File: src/hdl/julian_day_to_calendar_date_defines.svh
// Assertion macros used by the top level of the day-number-to-date converter.
`ifndef JULIAN_DAY_TO_CALENDAR_DATE_DEFINES_SVH
`define JULIAN_DAY_TO_CALENDAR_DATE_DEFINES_SVH

`ifndef SYNTHESIS
// Check cons in the same cycle as ante.
`define JDCD_ASSERT_NOW(lbl, clk, rst, ante, cons) \
   lbl: assert property (@(posedge clk) disable iff (rst) (ante) |-> (cons)) \
      else $error("jdcd: assertion failed");
// Check cons in the cycle after ante.
`define JDCD_ASSERT_NEXT(lbl, clk, rst, ante, cons) \
   lbl: assert property (@(posedge clk) disable iff (rst) (ante) |=> (cons)) \
      else $error("jdcd: assertion failed");
`else
`define JDCD_ASSERT_NOW(lbl, clk, rst, ante, cons)
`define JDCD_ASSERT_NEXT(lbl, clk, rst, ante, cons)
`endif

`endif

File: src/hdl/jdcd_pkg.sv
// Shared constants, types and the month table of the day-number-to-date converter.
`default_nettype none

package jdcd_pkg;

   // Calendar anchors, in day numbers and day counts
   localparam int unsigned BC_DAYS           = 1721424; // 1 Jan 4713 BC up to 1 Jan 1 AD
   localparam int unsigned GREG_START        = 2299161; // 15 Oct 1582
   localparam int unsigned GREG_1583         = 2299239; // 1 Jan 1583
   localparam int unsigned DAYS_1201_TO_1583 = 139522;
   localparam int unsigned CYCLE4            = 1461;
   localparam int unsigned CYCLE100          = 36524;
   localparam int unsigned CYCLE400          = 146097;
   localparam int unsigned DAYS_YEAR         = 365;
   localparam int unsigned DAYS_LEAP         = 366;

   localparam int unsigned YEAR_BC_TOP    = 4713;
   localparam int unsigned YEAR_GAP       = 1582;
   localparam int unsigned YEAR_GREG_BASE = 1201;
   localparam int unsigned GAP_DOY        = 287;  // 15 Oct is day 287 of a common year

   // Field widths
   localparam int DAY_W  = 5;
   localparam int MON_W  = 4;
   localparam int YEAR_W = 24;
   localparam int DOY_W  = 9;

   // Offset width for the pre-Gregorian range, and widths of the split values
   localparam int XW      = 21;
   localparam int R4_W    = $clog2(CYCLE4);
   localparam int R100_W  = 16;
   localparam int R400_W  = $clog2(CYCLE400);
   localparam int QJ_W    = XW + 1 - R4_W;
   localparam int N4_MAX  = CYCLE100 / CYCLE4;
   localparam int N4_W    = 5;
   localparam int N100_MAX = 3;

   // Calendar range codes
   typedef logic [1:0] era_type;
   localparam era_type ERA_BC   = 2'd0;
   localparam era_type ERA_JUL  = 2'd1;
   localparam era_type ERA_GAP  = 2'd2;
   localparam era_type ERA_GREG = 2'd3;

   // Year-level result ahead of the month split
   typedef struct packed {
      logic [DOY_W-1:0]  doy;
      logic              leap;
      logic [YEAR_W-1:0] year;
      logic              bc;
   } date_type;

   // First day of month idx (0-based), day of year; idx 12 gives the year length
   function automatic logic [DOY_W-1:0] month_start(input logic leap,
                                                    input logic [MON_W-1:0] idx);
      logic [DOY_W-1:0] base;
      unique case (idx)
         4'd0:    base = 9'd0;
         4'd1:    base = 9'd31;
         4'd2:    base = 9'd59;
         4'd3:    base = 9'd90;
         4'd4:    base = 9'd120;
         4'd5:    base = 9'd151;
         4'd6:    base = 9'd181;
         4'd7:    base = 9'd212;
         4'd8:    base = 9'd243;
         4'd9:    base = 9'd273;
         4'd10:   base = 9'd304;
         4'd11:   base = 9'd334;
         4'd12:   base = 9'd365;
         default: base = 9'd0;
      endcase
      return base + DOY_W'(leap && (idx >= 4'd2));
   endfunction

endpackage

`default_nettype wire

File: src/hdl/jdcd_cdiv.sv
// Three-stage divider by a constant: reciprocal multiply, back-multiply, correction.
`default_nettype none

module jdcd_cdiv #(
   parameter int IN_W    = 32,
   parameter int DIVISOR = 146097
) (
   input  wire logic                              clock,
   input  wire logic [IN_W-1:0]                   in_val,
   output logic [IN_W-$clog2(DIVISOR):0]          quo,
   output logic [$clog2(DIVISOR)-1:0]             rem
);

   localparam int SH = (IN_W > 32) ? IN_W - 32 : 0;
   localparam int TW = IN_W - SH;
   localparam int CW = $clog2(DIVISOR);
   localparam int QW = IN_W + 1 - CW;
   localparam int MW = 33 + SH - CW;
   localparam int PW = TW + MW;
   localparam longint unsigned RECIP = (64'd1 << (32 + SH)) / longint'(DIVISOR);
   localparam logic [MW-1:0]   RECIP_M = MW'(RECIP);
   localparam logic [CW-1:0]   DIV_C   = CW'(DIVISOR);
   localparam logic [CW+1:0]   DIV_C1  = (CW+2)'(DIVISOR);
   localparam logic [CW+1:0]   DIV_C2  = (CW+2)'(2 * DIVISOR);

   logic [PW-1:0]   prod_ff;
   logic [IN_W-1:0] x_a_ff;
   logic [QW-1:0]   q_b_ff;
   logic [IN_W:0]   qc_b_ff;
   logic [IN_W-1:0] x_b_ff;
   logic [QW-1:0]   q_est;
   logic [IN_W:0]   diff;
   logic [CW+1:0]   r0;
   logic [CW+1:0]   r1;
   logic [CW+1:0]   r2;
   logic [QW-1:0]   quo_in;
   logic [CW-1:0]   rem_in;
   logic [QW-1:0]   quo_ff;
   logic [CW-1:0]   rem_ff;

   // Estimate quotient from the top bits; it runs at most two low
   assign q_est = prod_ff[PW-1:32];

   // Remove the estimate and fix up by up to two divisors
   always_comb begin
      diff = {1'b0, x_b_ff} - qc_b_ff;
      r0   = diff[CW+1:0];
      r1   = r0 - DIV_C1;
      r2   = r0 - DIV_C2;
      priority if (r0 >= DIV_C2) begin
         quo_in = q_b_ff + QW'(2);
         rem_in = r2[CW-1:0];
      end else if (r0 >= DIV_C1) begin
         quo_in = q_b_ff + QW'(1);
         rem_in = r1[CW-1:0];
      end else begin
         quo_in = q_b_ff;
         rem_in = r0[CW-1:0];
      end
   end

   // Advance the three stages
   always_ff @(posedge clock) begin
      prod_ff <= PW'(in_val[IN_W-1:SH]) * PW'(RECIP_M);
      x_a_ff  <= in_val;
      q_b_ff  <= q_est;
      qc_b_ff <= (IN_W+1)'(q_est) * (IN_W+1)'(DIV_C);
      x_b_ff  <= x_a_ff;
      quo_ff  <= quo_in;
      rem_ff  <= rem_in;
   end

   assign quo = quo_ff;
   assign rem = rem_ff;

endmodule

`default_nettype wire

File: src/hdl/jdcd_julian.sv
// Year and day of year for the BC and Julian AD ranges from a four-year split.
`default_nettype none

module jdcd_julian
   import jdcd_pkg::*;
(
   input  wire logic              clock,
   input  wire logic [QJ_W-1:0]   k,
   input  wire logic [R4_W-1:0]   r,
   input  wire logic              bc,
   output date_type               date
);

   localparam logic [R4_W-1:0] L1 = R4_W'(DAYS_LEAP);
   localparam logic [R4_W-1:0] L2 = R4_W'(DAYS_LEAP + DAYS_YEAR);
   localparam logic [R4_W-1:0] L3 = R4_W'(DAYS_LEAP + 2 * DAYS_YEAR);
   localparam logic [R4_W-1:0] J1 = R4_W'(DAYS_YEAR);
   localparam logic [R4_W-1:0] J2 = R4_W'(2 * DAYS_YEAR);
   localparam logic [R4_W-1:0] J3 = R4_W'(3 * DAYS_YEAR);

   logic [1:0]        ob;
   logic [1:0]        oj;
   logic [R4_W-1:0]   sub_b;
   logic [R4_W-1:0]   sub_j;
   logic [YEAR_W-1:0] k4;
   date_type          date_in;
   date_type          date_ff;

   always_comb begin
      // Each BC four-year group opens with the leap year
      ob = 2'(r >= L1) + 2'(r >= L2) + 2'(r >= L3);
      unique case (ob)
         2'd0:    sub_b = '0;
         2'd1:    sub_b = L1;
         2'd2:    sub_b = L2;
         default: sub_b = L3;
      endcase
      // Each Julian AD four-year group closes with the leap year
      oj    = 2'(r >= J1) + 2'(r >= J2) + 2'(r >= J3);
      sub_j = R4_W'(oj) * J1;
      k4    = YEAR_W'(k) << 2;
      if (bc) begin
         date_in.doy  = DOY_W'(r - sub_b);
         date_in.leap = (ob == 2'd0);
         date_in.year = YEAR_W'(YEAR_BC_TOP) - k4 - YEAR_W'(ob);
         date_in.bc   = 1'b1;
      end else begin
         date_in.doy  = DOY_W'(r - sub_j);
         date_in.leap = (oj == 2'd3);
         date_in.year = k4 + YEAR_W'(oj) + YEAR_W'(1);
         date_in.bc   = 1'b0;
      end
   end

   always_ff @(posedge clock) begin
      date_ff <= date_in;
   end

   assign date = date_ff;

endmodule

`default_nettype wire

File: src/hdl/jdcd_greg.sv
// Three-stage Gregorian split of a 400-year remainder into century, quad and year.
`default_nettype none

module jdcd_greg
   import jdcd_pkg::*;
#(
   parameter int Q_W = 15
) (
   input  wire logic                clock,
   input  wire logic [Q_W-1:0]      n400,
   input  wire logic [R400_W-1:0]   r400,
   output date_type                 date
);

   localparam logic [R400_W-1:0] C1 = R400_W'(CYCLE100);
   localparam logic [R400_W-1:0] C2 = R400_W'(2 * CYCLE100);
   localparam logic [R400_W-1:0] C3 = R400_W'(3 * CYCLE100);
   localparam logic [R4_W-1:0]   Y1 = R4_W'(DAYS_YEAR);
   localparam logic [R4_W-1:0]   Y2 = R4_W'(2 * DAYS_YEAR);
   localparam logic [R4_W-1:0]   Y3 = R4_W'(3 * DAYS_YEAR);

   logic [1:0]          n100_in;
   logic [R400_W-1:0]   d100;
   logic [R100_W-1:0]   r100_in;
   logic [YEAR_W-1:0]   ybase_in;
   logic [1:0]          n100_ff;
   logic [R100_W-1:0]   r100_ff;
   logic [YEAR_W-1:0]   ybase_ff;

   logic [N4_W-1:0]     n4;
   logic [R100_W-1:0]   d4;
   logic [R4_W-1:0]     r4_in;
   logic [YEAR_W-1:0]   year6_in;
   logic                leapok_in;
   logic [R4_W-1:0]     r4_ff;
   logic [YEAR_W-1:0]   year6_ff;
   logic                leapok_ff;

   logic [1:0]          n1;
   logic [R4_W-1:0]     d1;
   date_type            date_in;
   date_type            date_ff;

   // Split off centuries; the last century of a cycle keeps the extra day
   always_comb begin
      n100_in  = 2'(r400 >= C1) + 2'(r400 >= C2) + 2'(r400 >= C3);
      d100     = r400 - R400_W'(n100_in) * C1;
      r100_in  = d100[R100_W-1:0];
      ybase_in = YEAR_W'(YEAR_GREG_BASE) + YEAR_W'(n400) * YEAR_W'(400)
               + YEAR_W'(n100_in) * YEAR_W'(100);
   end

   // Split off four-year groups with a compare ladder
   always_comb begin
      n4 = '0;
      for (int j = 1; j <= N4_MAX; j++) begin
         if (r100_ff >= R100_W'(j * CYCLE4)) n4 = N4_W'(j);
      end
      d4        = r100_ff - R100_W'(n4) * R100_W'(CYCLE4);
      r4_in     = d4[R4_W-1:0];
      year6_in  = ybase_ff + YEAR_W'({n4, 2'b00});
      leapok_in = (n4 != N4_W'(N4_MAX)) || (n100_ff == 2'(N100_MAX));
   end

   // Split off single years; the fourth one of a group is the leap year
   always_comb begin
      n1           = 2'(r4_ff >= Y1) + 2'(r4_ff >= Y2) + 2'(r4_ff >= Y3);
      d1           = r4_ff - R4_W'(n1) * Y1;
      date_in.doy  = DOY_W'(d1);
      date_in.leap = (n1 == 2'd3) && leapok_ff;
      date_in.year = year6_ff + YEAR_W'(n1);
      date_in.bc   = 1'b0;
   end

   always_ff @(posedge clock) begin
      n100_ff   <= n100_in;
      r100_ff   <= r100_in;
      ybase_ff  <= ybase_in;
      r4_ff     <= r4_in;
      year6_ff  <= year6_in;
      leapok_ff <= leapok_in;
      date_ff   <= date_in;
   end

   assign date = date_ff;

endmodule

`default_nettype wire

File: src/hdl/jdcd_month.sv
// Month split of a day of year and the result register with its strobe.
`default_nettype none

module jdcd_month
   import jdcd_pkg::*;
(
   input  wire logic               clock,
   input  wire logic               reset,
   input  wire logic               valid,
   input  wire date_type           date,
   output logic                    strobe,
   output logic [DAY_W-1:0]        day_of_month,
   output logic [MON_W-1:0]        month,
   output logic [YEAR_W-1:0]       year_value,
   output logic                    before_era
);

   logic [MON_W-1:0]  m;
   logic [DOY_W-1:0]  day_w;
   logic              strobe_ff;
   logic [DAY_W-1:0]  day_ff;
   logic [MON_W-1:0]  month_ff;
   logic [YEAR_W-1:0] year_ff;
   logic              bc_ff;

   // Find the month by comparing against every month start
   always_comb begin
      m = '0;
      for (int j = 1; j <= 11; j++) begin
         if (date.doy >= month_start(date.leap, MON_W'(j))) m = MON_W'(j);
      end
      day_w = date.doy - month_start(date.leap, m) + DOY_W'(1);
   end

   always_ff @(posedge clock) begin
      if (reset) begin
         strobe_ff <= 1'b0;
      end else begin
         strobe_ff <= valid;
      end
   end

   always_ff @(posedge clock) begin
      day_ff   <= day_w[DAY_W-1:0];
      month_ff <= m + MON_W'(1);
      year_ff  <= date.year;
      bc_ff    <= date.bc;
   end

   assign strobe       = strobe_ff;
   assign day_of_month = day_ff;
   assign month        = month_ff;
   assign year_value   = year_ff;
   assign before_era   = bc_ff;

endmodule

`default_nettype wire

File: src/hdl/julian_day_to_calendar_date.sv
// Top level of the day-number-to-calendar-date converter pipeline.
//
// Usage:
//   Drive a day number (0 = 1 January 4713 BC) on req_day_number and raise
//   start; the word is taken at a rising edge where start is high and busy is
//   low. busy never rises, so a new word may be given in every cycle.
//   Each result sits on the rsp_ ports for one cycle with rsp_strobe high;
//   results come out in order.
//   Throughput is one word per cycle; the pipeline runs through the
//   input register, the range classifier, the three stages of the constant
//   dividers (reciprocal multiply, back-multiply, correction), the three-step
//   Gregorian century/quad/year split and the month split.
//   The receiver cannot stall: results must be taken when strobed.
//   Dates from 5 to 14 October 1582 are never produced; the year wraps at
//   24 bits when DAY_WIDTH is above 32.
//   Reset (synchronous, active high) drops every word in flight; no strobe
//   follows a word taken before or during reset.
`default_nettype none
`include "julian_day_to_calendar_date_defines.svh"

module julian_day_to_calendar_date
   import jdcd_pkg::*;
#(
   parameter int DAY_WIDTH = 32
) (
   input  wire logic                  clock,
   input  wire logic                  reset,
   input  wire logic                  start,
   output logic                       busy,
   input  wire logic [DAY_WIDTH-1:0]  req_day_number,
   output logic                       rsp_strobe,
   output logic [DAY_W-1:0]           rsp_day_of_month,
   output logic [MON_W-1:0]           rsp_month,
   output logic [YEAR_W-1:0]          rsp_year_value,
   output logic                       rsp_before_era
);

   localparam int QG_W = DAY_WIDTH + 1 - R400_W;
   localparam logic [DAY_WIDTH-1:0] G_OFFSET =
      DAY_WIDTH'(GREG_1583 - DAYS_1201_TO_1583);

   logic                  req_accept;
   logic [7:0]            vld_ff;
   logic [DAY_WIDTH-1:0]  d_ff;

   era_type               era_in;
   logic [XW-1:0]         x_in;
   logic [DAY_WIDTH-1:0]  g_in;
   logic [DOY_W-1:0]      gdoy_in;
   era_type               era_ff [1:7];
   logic [DOY_W-1:0]      gdoy_ff [1:7];
   logic [XW-1:0]         x_ff;
   logic [DAY_WIDTH-1:0]  g_ff;

   logic [QJ_W-1:0]       j_quo;
   logic [R4_W-1:0]       j_rem;
   logic [QG_W-1:0]       g_quo;
   logic [R400_W-1:0]     g_rem;

   date_type              jul_date;
   date_type              jul6_ff;
   date_type              jul7_ff;
   date_type              greg_date;
   date_type              merged;

   assign busy       = 1'b0;
   assign req_accept = start && !busy;

   // Advance the valid bits; reset drops every word in flight
   always_ff @(posedge clock) begin
      if (reset) begin
         vld_ff <= '0;
      end else begin
         vld_ff <= {vld_ff[6:0], req_accept};
      end
   end

   // Classify the day number and form the per-range offsets
   always_comb begin
      priority if (d_ff < DAY_WIDTH'(BC_DAYS)) begin
         era_in = ERA_BC;
      end else if (d_ff < DAY_WIDTH'(GREG_START)) begin
         era_in = ERA_JUL;
      end else if (d_ff < DAY_WIDTH'(GREG_1583)) begin
         era_in = ERA_GAP;
      end else begin
         era_in = ERA_GREG;
      end
      x_in    = (era_in == ERA_BC) ? d_ff[XW-1:0] : d_ff[XW-1:0] - XW'(BC_DAYS);
      g_in    = d_ff - G_OFFSET;
      gdoy_in = d_ff[DOY_W-1:0] - DOY_W'(GREG_START) + DOY_W'(GAP_DOY);
   end

   // Hold the input word, the offsets and the range code down the pipe
   always_ff @(posedge clock) begin
      if (req_accept) d_ff <= req_day_number;
      x_ff       <= x_in;
      g_ff       <= g_in;
      era_ff[1]  <= era_in;
      gdoy_ff[1] <= gdoy_in;
      for (int i = 2; i <= 7; i++) begin
         era_ff[i]  <= era_ff[i-1];
         gdoy_ff[i] <= gdoy_ff[i-1];
      end
      jul6_ff <= jul_date;
      jul7_ff <= jul6_ff;
   end

   jdcd_cdiv #(
      .IN_W    (XW),
      .DIVISOR (CYCLE4)
   ) u_div_jul (
      .clock  (clock),
      .in_val (x_ff),
      .quo    (j_quo),
      .rem    (j_rem)
   );

   jdcd_cdiv #(
      .IN_W    (DAY_WIDTH),
      .DIVISOR (CYCLE400)
   ) u_div_greg (
      .clock  (clock),
      .in_val (g_ff),
      .quo    (g_quo),
      .rem    (g_rem)
   );

   jdcd_julian u_julian (
      .clock (clock),
      .k     (j_quo),
      .r     (j_rem),
      .bc    (era_ff[4] == ERA_BC),
      .date  (jul_date)
   );

   jdcd_greg #(
      .Q_W (QG_W)
   ) u_greg (
      .clock (clock),
      .n400  (g_quo),
      .r400  (g_rem),
      .date  (greg_date)
   );

   // Pick the year-level result of the range the word fell in
   always_comb begin
      unique case (era_ff[7])
         ERA_BC, ERA_JUL: begin
            merged = jul7_ff;
         end
         ERA_GAP: begin
            merged.doy  = gdoy_ff[7];
            merged.leap = 1'b0;
            merged.year = YEAR_W'(YEAR_GAP);
            merged.bc   = 1'b0;
         end
         ERA_GREG: begin
            merged = greg_date;
         end
      endcase
   end

   jdcd_month u_month (
      .clock        (clock),
      .reset        (reset),
      .valid        (vld_ff[7]),
      .date         (merged),
      .strobe       (rsp_strobe),
      .day_of_month (rsp_day_of_month),
      .month        (rsp_month),
      .year_value   (rsp_year_value),
      .before_era   (rsp_before_era)
   );

   `JDCD_ASSERT_NOW(a_latency, clock, reset, req_accept, ##9 rsp_strobe)
   `JDCD_ASSERT_NOW(a_no_ghost, clock, reset, rsp_strobe, $past(req_accept, 9))
   `JDCD_ASSERT_NOW(a_div_rem, clock, reset, vld_ff[4],
      (g_rem < R400_W'(CYCLE400)) && (j_rem < R4_W'(CYCLE4)))
   `JDCD_ASSERT_NOW(a_doy_range, clock, reset, vld_ff[7],
      (merged.doy < DOY_W'(DAYS_LEAP)) && (merged.leap || (merged.doy < DOY_W'(DAYS_YEAR))))
   `JDCD_ASSERT_NOW(a_bc_year, clock, reset, rsp_strobe && rsp_before_era,
      (rsp_year_value != '0) && (rsp_year_value <= YEAR_W'(YEAR_BC_TOP)))

endmodule

`default_nettype wire
File: config.mk
export PLATFORM = sky130hd
export DESIGN_NAME = julian_day_to_calendar_date
export DESIGN_NICKNAME = d
export VERILOG_FILES = /design/src/hdl/jdcd_pkg.sv /design/src/hdl/jdcd_cdiv.sv /design/src/hdl/jdcd_julian.sv /design/src/hdl/jdcd_greg.sv /design/src/hdl/jdcd_month.sv /design/src/hdl/julian_day_to_calendar_date.sv
export VERILOG_INCLUDE_DIRS = /design/src /design/src/hdl
export SDC_FILE = /design/constraint.sdc
export NUM_CORES = 2
export LEC_CHECK = 0
export BUFFER_PORTS_ARGS = -buffer_cell sky130_fd_sc_hd__buf_4
export CELL_PAD_IN_SITES_DETAIL_PLACEMENT = 1
export CELL_PAD_IN_SITES_GLOBAL_PLACEMENT = 1
export CORE_UTILIZATION = 56
export CTS_BUF_LIST = sky130_fd_sc_hd__clkbuf_16
export CTS_CLUSTER_DIAMETER = 80
export DETAILED_ROUTE_END_ITERATION = 10
export GPL_ROUTABILITY_DRIVEN = 0
export PLACE_DENSITY_LB_ADDON = 0.1
export SETUP_SLACK_MARGIN = 0.02
export SYNTH_ARGS = -nofsm -noshare
export SYNTH_HDL_FRONTEND = slang
export SYNTH_SLANG_ARGS = --single-unit
File: constraint.sdc
create_clock -name clock -period 10.33 [get_ports clock]
set_clock_uncertainty 0.15 [all_clocks]
set_input_delay 2.066 -clock clock [delete_from_list [all_inputs] [get_ports clock]]
set_output_delay 2.066 -clock clock [all_outputs]
set_load 0.01 [all_outputs]
==> flow_metrics.env <==
export IMPL_cts_buffers=69
export IMPL_cp_start_kind="register"
export IMPL_instances_no_fill=5542
export IMPL_hold_path_end="gdoy_ff[0][51]$_DFF_P_"
export IMPL_crit_path_end_kind="register"
export IMPL_fillers=8570
export IMPL_hold_depth=0
export IMPL_hold_violations=0
export IMPL_nets=5614
export IMPL_crit_arrival_ns=7.07
export IMPL_yosys_area_top_type="dfxtp_1"
export IMPL_synth_top_cells_by_area="dfxtp_1 (26%), fa_1 (21%), ha_1 (19%)"
export IMPL_cap_viol_max_count=0
export IMPL_post_cts_repair_setup_buffers=0
export IMPL_area_growth_pct=8.707
export IMPL_drive_above_1_share_pct=5.120
export IMPL_synth_top_cells_by_count="inv_1 (770), ha_1 (681), dfxtp_1 (581), fa_1 (462), xnor2_1 (232)"
export IMPL_cts_buffer_depth=3
export IMPL_ys_flop_type="dfxtp_1"
export IMPL_dieHeight_um=284.4
export IMPL_ctsResizeCount=0
export IMPL_clkTransAtPathRegs_ns=0.06
export IMPL_first_iter_violations=1284
export IMPL_syn_area_um2=44660
export IMPL_post_route_min_period_ns=6.708
export IMPL_start_util_pct=56.53
export IMPL_cts_hold_buf=0
export IMPL_grt_overflow_total=0
export IMPL_r2r_end="u_month.day_of_month[4]$_DFF_P_"
export IMPL_syn_avg_cell_area_um2=10.25
export IMPL_first_pass_iters=5
export IMPL_hp_class="register to register"
export IMPL_grt_max_degree=46
export IMPL_setup_viol=0
export IMPL_via_per_inst=5.497
export IMPL_slew_violations=0
export IMPL_drt_total_wl_um=108400
export IMPL_fmax_mhz=149.1
export IMPL_fin_crit_sh_pct=64.94
export IMPL_reg2regPathDepth=24
export IMPL_yosys_warnings=0
export IMPL_dp_hpwl_um=86780
export IMPL_synth_top_cell_area_share_pct=26.04
export IMPL_rsz0062_at_grt="false"
export IMPL_cts_root_buf="clkbuf_16"
export IMPL_num_antenna_cells=0
export IMPL_path_max_fanout=19
export IMPL_antenna_left=0
export IMPL_drc=0
export IMPL_seq_area_frac_synth_pct=28.19
export IMPL_tightest_slew_ns=1.006
export IMPL_synth_distinct_cells=95
export IMPL_regArea_um2=12590
export IMPL_r2r_slack_ns=3.62
export IMPL_cts_sinks=613
export IMPL_io_pins=71
export IMPL_worstHoldStart="gdoy_ff[0][42]$_DFF_P_"
export IMPL_setup_slack_ns=3.622
export IMPL_core_area_um2=79000
export IMPL_grt_pass1_vias=34610
export IMPL_vias=30470
export IMPL_rows=103
export IMPL_cts_tree="yes"
export IMPL_outcome="complete, no violations"
export IMPL_clk_latency_ns=0.63
export IMPL_dieWidth_um=284.4
export IMPL_place_ws_ns=3.744
export IMPL_worstPathRequired_ns=10.69
export IMPL_ys_async_sr_fraction_pct=0
export IMPL_yosysMostFrequentCell="inv_1"
export IMPL_r2r_start="era_ff[7][0]$_DFF_P_"
export IMPL_slew_headroom_pct=32.94
export IMPL_synth_seq_cells=613
export IMPL_dp_cells=5415
export IMPL_portBuffers=69
export IMPL_grt_pass1_wl_um=180500
export IMPL_multi_input_area_um2=28900
export IMPL_finalSetupTns_ns=0
export IMPL_antenna_found_initial=0
export IMPL_critical_path_class="register to register"
export IMPL_grt_total_usage_pct=27.85
export IMPL_synthCells=4358
export IMPL_dieArea_um2=80890
export IMPL_synth_edf_count=32
export IMPL_routedWlPerCell_um=19.57
export IMPL_synthesis_nets=5536
export IMPL_h_tree_depth=3
cells by family (layout without fill, tap and decap cells):
family / after synthesis / after routing / share of synthesized area (%)
mux: 19 / 19 / 0.4398
simple gates: 744 / 744 / 8.155
xor+xnor: 333 / 333 / 6.564
buf+inv: 841 / 975 / 7.105
other cells: 1 / 1 / 0.008396
fa+ha+maj: 1143 / 1143 / 39.79
flops: 613 / 613 / 28.19
compound gates: 664 / 664 / 9.747
layer usage:
metal | up-vias | part of all wire (%) | global-route usage (%)
li1 | 14490 | - | -
met2 | 551 | 52 | 50.51
met3 | 189 | 3.3 | 3.403
met1 | 15240 | 43 | 34.57
met5 | - | 0 | 0
met4 | 0 | 2.5 | 7.890
worst max path at each step:
stage,start,to,cells after the start
floorplan,era_ff[7][1]$_DFF_P_,u_month.day_of_month[4]$_DFF_P_,28
global placement,x_ff[11]$_DFF_P_,u_div_jul.prod_ff[42]$_DFF_P_,20
detailed placement,x_ff[7]$_DFF_P_,u_div_jul.prod_ff[42]$_DFF_P_,20
CTS,era_ff[7][1]$_DFF_P_,u_month.day_of_month[4]$_DFF_P_,25
global route,era_ff[7][0]$_DFF_P_,u_month.day_of_month[4]$_DFF_P_,24
finish,era_ff[7][0]$_DFF_P_,u_month.day_of_month[4]$_DFF_P_,24
cells in the final DEF (no fill, tap or decap), drive strengths merged, types with 14 or more instances in the layout:
master	count
a211oi	29
a21boi	20
a21o	51
a21oi	162
a31oi	29
and2	17
and3	22
buf	76
clkbuf	70
clkinv	31
dfxtp	581
edfxtp	32
fa	462
ha	681
inv	787
mux2i	14
nand2	215
nand2b	38
nand3	72
nand4	25
nor2	160
nor2b	41
nor3	61
nor4	17
o211ai	22
o21a	36
o21ai	166
o21bai	21
o31ai	18
or2	17
or3	22
xnor2	233
xor2	100
sequential cells by signal, summed over array words and instances (netlist names), 22 cells and up:
signal / flops
u_julian.date: 35
gdoy_ff: 60
jul7_ff: 35
jul6_ff: 35
u_greg.year6_ff: 22
u_greg.date: 34
g_ff: 32
u_month.year_value: 24
d_ff: 32
final cells by class:
| class | count | share of cell area, % |
|---|---|---|
| timing repair buffer | 76 | 1.175 |
| clock inverter | 57 | 1.088 |
| sequential | 613 | 25.94 |
| inverter | 772 | 5.969 |
| tap | 1050 | 2.706 |
| multi-input combinational | 2904 | 59.52 |
| clock buffer | 70 | 3.608 |
worst max-delay path, cell delays in order, from the launching register on:
cell	delay (ns)
dfxtp_1	0.71
and2_1	0.72
nand2_1	0.13
o21ai_0	0.22
inv_1	0.27
ha_1	0.35
nand2b_1	0.12
a21oi_1	0.09
nor2b_1	0.12
nor3_1	0.06
o31ai_1	0.68
o22ai_1	0.14
o21ai_0	0.22
o21ai_0	0.23
ha_1	0.42
o21a_1	0.22
ha_1	0.19
inv_1	0.07
fa_1	0.42
ha_1	0.27
a21o_1	0.19
a21oi_1	0.17
xnor2_1	0.15
xnor2_1	0.10
xnor2_1	0.16
per-stage QoR:
step | instance area, µm² | hold slack (ns) | utilization (%)
floorplan | 44660 | 0.1596 | -
global placement | 46270 | 0.1598 | 58.57
detailed placement | 46270 | 0.1635 | 58.57
CTS | 48550 | 0.1738 | 61.46
global route | 48550 | 0.1725 | 61.46
finish | 48550 | 0.1722 | 61.46
Power is not shown: default switching activity piles up to over one toggle a cycle in this logic, so the estimate is an artifact.
